**src/sv/qdwc_pkg.sv**
```systemverilog
`default_nettype none
package qdwc_pkg;

  localparam int unsigned LANES     = 8;
  localparam int unsigned OUT_LANES = 8;
  localparam int unsigned LANE_LIMIT = (LANES < OUT_LANES) ? LANES : OUT_LANES;

  localparam int unsigned BYTE_W = 8;
  localparam int unsigned ACC_W  = 32;
  localparam int unsigned CNT_W  = 4;
  localparam int unsigned DIFF_W = BYTE_W + 1;
  localparam int unsigned PROD_W = 2 * DIFF_W;
  localparam int unsigned CFG_IDX_W  = 2;
  localparam int unsigned CFG_DATA_W = BYTE_W;

  // configuration register indexes
  localparam logic [CFG_IDX_W-1:0] CFG_INPUT_ZP  = 2'd0;
  localparam logic [CFG_IDX_W-1:0] CFG_FILTER_ZP = 2'd1;
  localparam logic [CFG_IDX_W-1:0] CFG_FILTER_SG = 2'd2;

  typedef logic [ACC_W-1:0] acc_t;
  typedef logic [CNT_W-1:0] cnt_t;

  // shared by every lane
  typedef struct packed {
    logic load;    // capture a new tap into the product register
    logic retire;  // fold the held product into the accumulator
    logic clear;   // held tap is the last one: restart the accumulator
  } lane_ctrl_t;

  // byte as -128..255, sign-extended when sgn is set
  function automatic logic signed [DIFF_W-1:0] byte_ext(input logic [BYTE_W-1:0] b,
                                                        input logic sgn);
    byte_ext = sgn ? $signed({b[BYTE_W-1], b}) : $signed({1'b0, b});
  endfunction

endpackage
`default_nettype wire

```
**src/sv/qdwc_ifs.sv**
```systemverilog
`default_nettype none
interface qdwc_in_if;
  logic        valid;
  logic        ready;
  logic [63:0] input_bytes;
  logic [63:0] filter_bytes;
  logic [3:0]  active_lanes;
  logic        last_tap;

  modport source (output valid, input_bytes, filter_bytes, active_lanes, last_tap,
                  input ready);
  modport sink   (input valid, input_bytes, filter_bytes, active_lanes, last_tap,
                  output ready);
endinterface

interface qdwc_out_if;
  logic               valid;
  logic               ready;
  logic signed [31:0] sum_lane0;
  logic signed [31:0] sum_lane1;
  logic signed [31:0] sum_lane2;
  logic signed [31:0] sum_lane3;
  logic signed [31:0] sum_lane4;
  logic signed [31:0] sum_lane5;
  logic signed [31:0] sum_lane6;
  logic signed [31:0] sum_lane7;
  logic [3:0]         valid_lanes;

  modport source (output valid, sum_lane0, sum_lane1, sum_lane2, sum_lane3, sum_lane4,
                  sum_lane5, sum_lane6, sum_lane7, valid_lanes, input ready);
  modport sink   (input valid, sum_lane0, sum_lane1, sum_lane2, sum_lane3, sum_lane4,
                  sum_lane5, sum_lane6, sum_lane7, valid_lanes, output ready);
endinterface
`default_nettype wire

```
**src/sv/qdwc_lane.sv**
```systemverilog
`default_nettype none
module qdwc_lane import qdwc_pkg::*; (
  input  wire logic              clk_i,
  input  wire logic              rst_ni,
  input  wire lane_ctrl_t        ctrl_i,
  input  wire logic              en_i,
  input  wire logic [BYTE_W-1:0] in_byte_i,
  input  wire logic [BYTE_W-1:0] filt_byte_i,
  input  wire logic [BYTE_W-1:0] izp_i,
  input  wire logic [BYTE_W-1:0] fzp_i,
  input  wire logic              fsgn_i,
  output acc_t                   sum_o
);

  logic signed [DIFF_W-1:0] x_d, w_d;
  logic signed [PROD_W-1:0] prod_d, prod_q;
  logic                     en_q;
  acc_t                     acc_q, acc_d, prod_ext;

  // both differences stay within -255..255
  assign x_d    = $signed({1'b0, in_byte_i}) - $signed({1'b0, izp_i});
  assign w_d    = byte_ext(filt_byte_i, fsgn_i) - byte_ext(fzp_i, fsgn_i);
  assign prod_d = x_d * w_d;

  always_ff @(posedge clk_i) begin
    if (ctrl_i.load) begin
      prod_q <= prod_d;
    end
  end

  always_ff @(posedge clk_i or negedge rst_ni) begin
    if (!rst_ni) begin
      en_q <= 1'b0;
    end else if (ctrl_i.load) begin
      en_q <= en_i;
    end
  end

  assign prod_ext = {{(ACC_W-PROD_W){prod_q[PROD_W-1]}}, prod_q};
  // inactive lane contributes nothing and reads as zero in a result
  assign sum_o    = en_q ? acc_q + prod_ext : '0;

  always_comb begin
    acc_d = acc_q;
    if (ctrl_i.retire) begin
      if (ctrl_i.clear) begin
        acc_d = '0;
      end else if (en_q) begin
        acc_d = sum_o;
      end
    end
  end

  always_ff @(posedge clk_i or negedge rst_ni) begin
    if (!rst_ni) begin
      acc_q <= '0;
    end else begin
      acc_q <= acc_d;
    end
  end

endmodule
`default_nettype wire

```
**src/sv/qdwc_merge.sv**
```systemverilog
`default_nettype none
module qdwc_merge import qdwc_pkg::*; (
  input  wire logic  clk_i,
  input  wire logic  rst_ni,
  input  wire logic  load_i,
  input  wire acc_t  sums_i [OUT_LANES],
  input  wire cnt_t  cnt_i,
  output logic       free_o,
  qdwc_out_if.source out_o
);

  acc_t sums_q [OUT_LANES];
  cnt_t cnt_q;
  logic valid_q;

  assign free_o = !valid_q || out_o.ready;

  always_ff @(posedge clk_i) begin
    if (load_i) begin
      sums_q <= sums_i;
      cnt_q  <= cnt_i;
    end
  end

  always_ff @(posedge clk_i or negedge rst_ni) begin
    if (!rst_ni) begin
      valid_q <= 1'b0;
    end else if (load_i) begin
      valid_q <= 1'b1;
    end else if (out_o.ready) begin
      valid_q <= 1'b0;
    end
  end

  assign out_o.valid       = valid_q;
  assign out_o.sum_lane0   = $signed(sums_q[0]);
  assign out_o.sum_lane1   = $signed(sums_q[1]);
  assign out_o.sum_lane2   = $signed(sums_q[2]);
  assign out_o.sum_lane3   = $signed(sums_q[3]);
  assign out_o.sum_lane4   = $signed(sums_q[4]);
  assign out_o.sum_lane5   = $signed(sums_q[5]);
  assign out_o.sum_lane6   = $signed(sums_q[6]);
  assign out_o.sum_lane7   = $signed(sums_q[7]);
  assign out_o.valid_lanes = cnt_q;

endmodule
`default_nettype wire

```
**src/sv/quantized_depthwise_conv_mac.sv**
```systemverilog
// Depthwise int8 convolution multiply-accumulate, eight channel lanes.
//
// in_i   : one request per kernel tap - eight input bytes, eight filter bytes,
//          the active lane count and a last-tap flag.
// out_o  : one request per channel group, issued for the tap marked last:
//          eight 32-bit wrapping sums (lanes at or above the count read zero)
//          and the clamped lane count.
// cfg_*  : write enable, register index, data. Index 0 input zero point,
//          1 filter zero point, 2 filter signedness. Write only while idle.
//
// Throughput is one tap per cycle while in_i.ready stays high: each lane holds
// one 9x9 multiplier feeding a product register, then one 32-bit add into its
// accumulator. The last tap's products wait in the product register until the
// output register is free, and its result is then loaded into that register.
// Reset clears all accumulators, empties the pipe, sets both zero points to
// 0 and selects signed filters.
// When the receiver stalls, the result is held in the output register and
// ordinary taps keep flowing; a further last tap waits in the product stage,
// and in_i.ready drops only while that tap is blocked.
`default_nettype none
module quantized_depthwise_conv_mac import qdwc_pkg::*; (
  input  wire logic                  clk_i,
  input  wire logic                  rst_ni,
  input  wire logic                  cfg_we_i,
  input  wire logic [CFG_IDX_W-1:0]  cfg_idx_i,
  input  wire logic [CFG_DATA_W-1:0] cfg_wdata_i,
  qdwc_in_if.sink                    in_i,
  qdwc_out_if.source                 out_o
);

  // configuration registers
  logic [BYTE_W-1:0] izp_q, fzp_q;
  logic              fsgn_q;

  always_ff @(posedge clk_i or negedge rst_ni) begin
    if (!rst_ni) begin
      izp_q  <= '0;
      fzp_q  <= '0;
      fsgn_q <= 1'b1;
    end else if (cfg_we_i) begin
      case (cfg_idx_i)
        CFG_INPUT_ZP:  izp_q  <= cfg_wdata_i[BYTE_W-1:0];
        CFG_FILTER_ZP: fzp_q  <= cfg_wdata_i[BYTE_W-1:0];
        CFG_FILTER_SG: fsgn_q <= cfg_wdata_i[0];
        default: ;  // unused index: drop the write
      endcase
    end
  end

  // clamp the lane count to 1..LANE_LIMIT
  cnt_t cnt_d;
  always_comb begin
    cnt_d = in_i.active_lanes;
    if (cnt_d == '0) begin
      cnt_d = cnt_t'(1);
    end else if (cnt_d > cnt_t'(LANE_LIMIT)) begin
      cnt_d = cnt_t'(LANE_LIMIT);
    end
  end

  // product stage occupancy
  logic       v1_q, last1_q;
  cnt_t       cnt1_q;
  logic       out_free, retire, load;
  lane_ctrl_t ctrl;

  // a last tap may only leave once the output register can take its result
  assign retire      = v1_q && (!last1_q || out_free);
  assign in_i.ready  = !v1_q || retire;
  assign load        = in_i.valid && in_i.ready;

  assign ctrl.load   = load;
  assign ctrl.retire = retire;
  assign ctrl.clear  = last1_q;

  always_ff @(posedge clk_i or negedge rst_ni) begin
    if (!rst_ni) begin
      v1_q <= 1'b0;
    end else if (in_i.ready) begin
      v1_q <= in_i.valid;
    end
  end

  always_ff @(posedge clk_i) begin
    if (load) begin
      last1_q <= in_i.last_tap;
      cnt1_q  <= cnt_d;
    end
  end

  // lanes
  acc_t sums [OUT_LANES];

  for (genvar g = 0; g < OUT_LANES; g++) begin : g_lane
    logic en;
    assign en = (g < LANE_LIMIT) && (cnt_t'(g) < cnt_d);

    qdwc_lane u_lane (
      .clk_i       (clk_i),
      .rst_ni      (rst_ni),
      .ctrl_i      (ctrl),
      .en_i        (en),
      .in_byte_i   (in_i.input_bytes[g*BYTE_W +: BYTE_W]),
      .filt_byte_i (in_i.filter_bytes[g*BYTE_W +: BYTE_W]),
      .izp_i       (izp_q),
      .fzp_i       (fzp_q),
      .fsgn_i      (fsgn_q),
      .sum_o       (sums[g])
    );
  end

  // result register
  qdwc_merge u_merge (
    .clk_i  (clk_i),
    .rst_ni (rst_ni),
    .load_i (retire && last1_q),
    .sums_i (sums),
    .cnt_i  (cnt1_q),
    .free_o (out_free),
    .out_o  (out_o)
  );

endmodule
`default_nettype wire

```
**src/flat_wrapper.sv**
```systemverilog
// flat-port wrapper written by rule: the top's interface ports become plain ports
module quantized_depthwise_conv_mac_flat import qdwc_pkg::*;
  (clk_i, rst_ni, cfg_we_i, cfg_idx_i, cfg_wdata_i, in_i_valid, in_i_input_bytes, in_i_filter_bytes, in_i_active_lanes, in_i_last_tap, in_i_ready, out_o_valid, out_o_sum_lane0, out_o_sum_lane1, out_o_sum_lane2, out_o_sum_lane3, out_o_sum_lane4, out_o_sum_lane5, out_o_sum_lane6, out_o_sum_lane7, out_o_valid_lanes, out_o_ready);
  qdwc_in_if in_i_i ();
  qdwc_out_if out_o_i ();
  input  wire logic clk_i;
  input  wire logic rst_ni;
  input  wire logic cfg_we_i;
  input  wire logic [CFG_IDX_W-1:0] cfg_idx_i;
  input  wire logic [CFG_DATA_W-1:0] cfg_wdata_i;
  input wire logic [$bits(in_i_i.valid)-1:0] in_i_valid;
  input wire logic [$bits(in_i_i.input_bytes)-1:0] in_i_input_bytes;
  input wire logic [$bits(in_i_i.filter_bytes)-1:0] in_i_filter_bytes;
  input wire logic [$bits(in_i_i.active_lanes)-1:0] in_i_active_lanes;
  input wire logic [$bits(in_i_i.last_tap)-1:0] in_i_last_tap;
  output wire logic [$bits(in_i_i.ready)-1:0] in_i_ready;
  output wire logic [$bits(out_o_i.valid)-1:0] out_o_valid;
  output wire logic [$bits(out_o_i.sum_lane0)-1:0] out_o_sum_lane0;
  output wire logic [$bits(out_o_i.sum_lane1)-1:0] out_o_sum_lane1;
  output wire logic [$bits(out_o_i.sum_lane2)-1:0] out_o_sum_lane2;
  output wire logic [$bits(out_o_i.sum_lane3)-1:0] out_o_sum_lane3;
  output wire logic [$bits(out_o_i.sum_lane4)-1:0] out_o_sum_lane4;
  output wire logic [$bits(out_o_i.sum_lane5)-1:0] out_o_sum_lane5;
  output wire logic [$bits(out_o_i.sum_lane6)-1:0] out_o_sum_lane6;
  output wire logic [$bits(out_o_i.sum_lane7)-1:0] out_o_sum_lane7;
  output wire logic [$bits(out_o_i.valid_lanes)-1:0] out_o_valid_lanes;
  input wire logic [$bits(out_o_i.ready)-1:0] out_o_ready;
  assign in_i_i.valid = in_i_valid;
  assign in_i_i.input_bytes = in_i_input_bytes;
  assign in_i_i.filter_bytes = in_i_filter_bytes;
  assign in_i_i.active_lanes = in_i_active_lanes;
  assign in_i_i.last_tap = in_i_last_tap;
  assign in_i_ready = in_i_i.ready;
  assign out_o_valid = out_o_i.valid;
  assign out_o_sum_lane0 = out_o_i.sum_lane0;
  assign out_o_sum_lane1 = out_o_i.sum_lane1;
  assign out_o_sum_lane2 = out_o_i.sum_lane2;
  assign out_o_sum_lane3 = out_o_i.sum_lane3;
  assign out_o_sum_lane4 = out_o_i.sum_lane4;
  assign out_o_sum_lane5 = out_o_i.sum_lane5;
  assign out_o_sum_lane6 = out_o_i.sum_lane6;
  assign out_o_sum_lane7 = out_o_i.sum_lane7;
  assign out_o_valid_lanes = out_o_i.valid_lanes;
  assign out_o_i.ready = out_o_ready;
  quantized_depthwise_conv_mac u_core (.clk_i(clk_i), .rst_ni(rst_ni), .cfg_we_i(cfg_we_i), .cfg_idx_i(cfg_idx_i), .cfg_wdata_i(cfg_wdata_i), .in_i(in_i_i), .out_o(out_o_i));
endmodule
```
**config.mk**
```make
export PLATFORM = sky130hd
export DESIGN_NAME = quantized_depthwise_conv_mac_flat
export DESIGN_NICKNAME = d
export VERILOG_FILES = /design/src/sv/qdwc_pkg.sv /design/src/sv/qdwc_ifs.sv /design/src/sv/qdwc_lane.sv /design/src/sv/qdwc_merge.sv /design/src/sv/quantized_depthwise_conv_mac.sv /design/src/flat_wrapper.sv
export SDC_FILE = /design/constraint.sdc
export NUM_CORES = 2
export LEC_CHECK = 0
export BUFFER_PORTS_ARGS = -buffer_cell sky130_fd_sc_hd__buf_2
export CAP_MARGIN = 25
export CORE_MARGIN = 2
export CORE_UTILIZATION = 25
export DETAILED_ROUTE_END_ITERATION = 7
export MAX_ROUTING_LAYER = met4
export SLEW_MARGIN = 20
export SYNTH_ARGS = -nofsm -noshare
export SYNTH_HDL_FRONTEND = slang
export SYNTH_HIERARCHICAL = 1
export SYNTH_SLANG_ARGS = --single-unit
```
**constraint.sdc**
```tcl
create_clock -name clk_i -period 22.1 [get_ports clk_i]
set_clock_uncertainty 0.1 [all_clocks]
set_input_delay 1.105 -clock clk_i [delete_from_list [all_inputs] [get_ports clk_i]]
set_output_delay 1.105 -clock clk_i [all_outputs]
set_load 0.05 [all_outputs]
```
==> results.yml <==
setup_path:
  crit_family: "adder cells"
  crit_path_frequent_cell: "fa_1"
  critPathLaunchType: "flip-flop"
  cp_data_arrival_time_ns: 8.58
  slowest_stage: "dfrtp_2"
  crit_required_ns: 22.47
  cp_slowest_stage_delay_ns: 0.91
  crit_path_max_fanout: 12
  crit_type: "flip-flop to flip-flop"
  cp-end-kind: "flip-flop"
  cp.buffers_inverters: 4
clocking:
  cts.path.max_buffers: 3
  post_cts_buffers: 0
  cts_resized: 0
  cts.sinks: 692
  cts_hold_buf: 0
  numCtsBuffers: 93
  clockRootBuffer: "clkbuf_16"
  insertion_delay_ns: 0.75
  cts_tree: "built"
  path_clk_slew_ns: 0.06
  h-tree-depth: 3
die:
  pin_count: 410
  rows: 191
  floorplan.die_area_mm2: 0.2761
  core-area_mm2: 0.2705
  die_x_um: 525.5
  die_y_um: 525.5
  initial_core_util_pct: 25.13
grt:
  grt_max_degree: 118
  use_met2_pct: 26.05
  gr-usage-all-layers_pct: 15.65
  grt_pass1_vias: 54280
  use_met1_pct: 19.13
  grt_busiest_layer: "met2"
  grt_pass1_wl_um: 325800
  overflow: 0
  antenna_found_initial: 48
  gr-usage-met3_pct: 2.546
synthesis:
  async_reset_ff_share_pct: 40.90
  synth_common_cells: "877 x inv_1, 680 x ha_1, 584 x fa_1, 480 x nor2_1, 468 x nand2_1"
  netlist_area_mm2: 0.06798
  netlist.area_leader.share_pct: 18.07
  synth_enable_flop_cells: 409
  synth.most_common_cell: "inv_1"
  synth_cells: 6844
  synth_fp_nets: 8256
  yosysUniqueCellTypes: 129
  syn_avg_cell_area_um2: 9.933
  synth_area_leaders: "edfxtp_1 18%, fa_1 17%, ha_1 13%"
  synthFlopType: "edfxtp_1"
  synth-seq-cells: 692
  yosysSeqAreaShare_pct: 28.48
  ys_warn_count: 6
  yosysTopAreaCell: "edfxtp_1"
drt:
  num_vias: 51102
  drt_wl_total_um: 210200
  routed_via_density: 4.684
  wl_per_cell_um: 19.27
  drt_pass1_iterations: 6
  antenna_left: 0
  drc: 0
  drtIter0Drc: 2987
timing:
  relSlewSlack_pct: 28.01
  setup_tns_ns: 0
  rsz0062_at_grt: "no"
  hold_viol_final: 0
  finalCritPeriodShare_pct: 37.15
  whs_ns: 0.2466
  setup_viol: 0
  fmax_mhz: 121.8
  tightest_slew_ns: 1.072
  layout_min_cycle_time_ns: 8.211
  final_max_slew_viol_count: 0
layout:
  syn2layout_area_growth_pct: 14.09
  final_util_pct: 28.67
  n_fill_cell: 28481
  num-nets-final: 8645
  drive_above_1_share_pct: 11.40
  finalNonFillerCells: 10909
placed_design:
  dp.final_hpwl_um: 165300
  dp_cells: 10704
  gp_congestion: 0.8948
  portBuffers: 409
flow_run:
  maxCapViolations: 0
run_status:
  status: "completed"
worst_hold_path:
  hold_class: "input pin to async pin"
[worst reg2reg max path, delay by kind of cell, from the launching register on]
kind                     cells  cell delay (ns)
AO/OA/AOI/OAI                8             2.17
XOR/XNOR                     1             0.14
adder cells (fa/ha/maj)      8             3.58
buffers and inverters        4             0.20
flip-flops                   1             0.91
AND/OR/NAND/NOR              4             0.82
[final cells by class]
cell class                 count  area (um2)  area share (%)
inverter                     882        3311           4.268
multi-input combinational   5102       44510           57.38
clock inverter                61       752.0          0.9695
sequential                   692       19380           24.99
antenna                       25       62.56         0.08066
tap                         3570        4467           5.759
clock buffer                 115        2532           3.265
timing repair buffer         462        2552           3.291
[cells in the final DEF, fill, tap and decap left out, drive strengths merged, types with 21 or more instances in the layout]
cell type / instances
o21bai: 58
a211oi: 54
a31oi: 41
xor2: 141
diode: 25
edfxtp: 409
o211ai: 34
or3: 25
a21oi: 328
mux2i: 21
nand3: 82
a31o: 22
nor3: 97
nor2b: 85
ha: 680
a21o: 213
a21boi: 31
nand2: 468
o21a: 68
a22o: 165
inv: 891
nand2b: 177
or2: 47
and3: 35
and2: 230
buf: 462
o31ai: 46
fa: 584
mux2: 21
xnor2: 340
nand4: 62
dfrtp: 282
nor2: 482
clkinv: 31
clkbuf: 115
o21ai: 251
[through the flow]
step,area (um2),worst slack [ns]
after global placement,74090,13.73
after floorplan,67980,13.91
after detailed placement,74120,13.63
after CTS,77400,13.83
after global routing,77560,13.24
final,77560,13.89
[worst paths after layout]
path                                        from                                   to  slack, ns  cells past startpoint
worst max-delay path             u_core/izp_q[0]   u_core/g_lane[5].u_lane/prod_q[17]      13.89                     25
worst min-delay path                      rst_ni    u_core/g_lane[4].u_lane/acc_q[25]       0.25                      1
worst max register to register   u_core/izp_q[0]   u_core/g_lane[5].u_lane/prod_q[17]      13.89                     25
worst min register to register  u_core/cnt1_q[0]  u_core/u_merge/out_o.valid_lanes[0]       0.32                      0
max in group asynchronous                 rst_ni     u_core/g_lane[0].u_lane/acc_q[5]      19.50                      3
min in group clk_i              u_core/cnt1_q[0]  u_core/u_merge/out_o.valid_lanes[0]       0.32                      0
[metal layers]
layer  wire (um)  part of all wire, %
met1       92360                   44
met3        9411                  4.5
met2      100600                   48
met5           0                    0
met4        7774                  3.7
[state kept, by name, summed over array words and instances (netlist names)]
| register | count |
|---|---|
| u_core/v1_q | 1 |
| u_core/cnt1_q | 4 |
| u_core/u_merge/out_o.sum_lane3 | 32 |
| u_core/u_merge/out_o.sum_lane1 | 32 |
| u_core/g_lane.u_lane/prod_q | 144 |
| u_core/u_merge/out_o.valid | 1 |
| u_core/fzp_q | 8 |
| u_core/u_merge/out_o.valid_lanes | 4 |
| u_core/u_merge/out_o.sum_lane4 | 32 |
| u_core/g_lane.u_lane/en_q | 8 |
| u_core/izp_q | 8 |
| u_core/g_lane.u_lane/acc_q | 256 |
| u_core/u_merge/out_o.sum_lane0 | 32 |
| u_core/u_merge/out_o.sum_lane5 | 32 |
| u_core/fsgn_q | 1 |
| u_core/last1_q | 1 |
| u_core/u_merge/out_o.sum_lane7 | 32 |
| u_core/u_merge/out_o.sum_lane2 | 32 |
| u_core/u_merge/out_o.sum_lane6 | 32 |
[cells by family after synthesis]
| group | after synthesis | share of synthesized area, % |
|---|---|---|
| buf+inv | 1050 | 6.154 |
| xor+xnor | 481 | 6.252 |
| flops | 692 | 28.48 |
| compound gates | 1458 | 15.16 |
| simple gates | 1856 | 13.57 |
| mux | 42 | 0.6570 |
| fa+ha+maj | 1264 | 29.71 |
| other cells | 1 | 0.005516 |
Power is not shown: default switching activity piles up to over one toggle a cycle in this logic, so the estimate is an artifact.
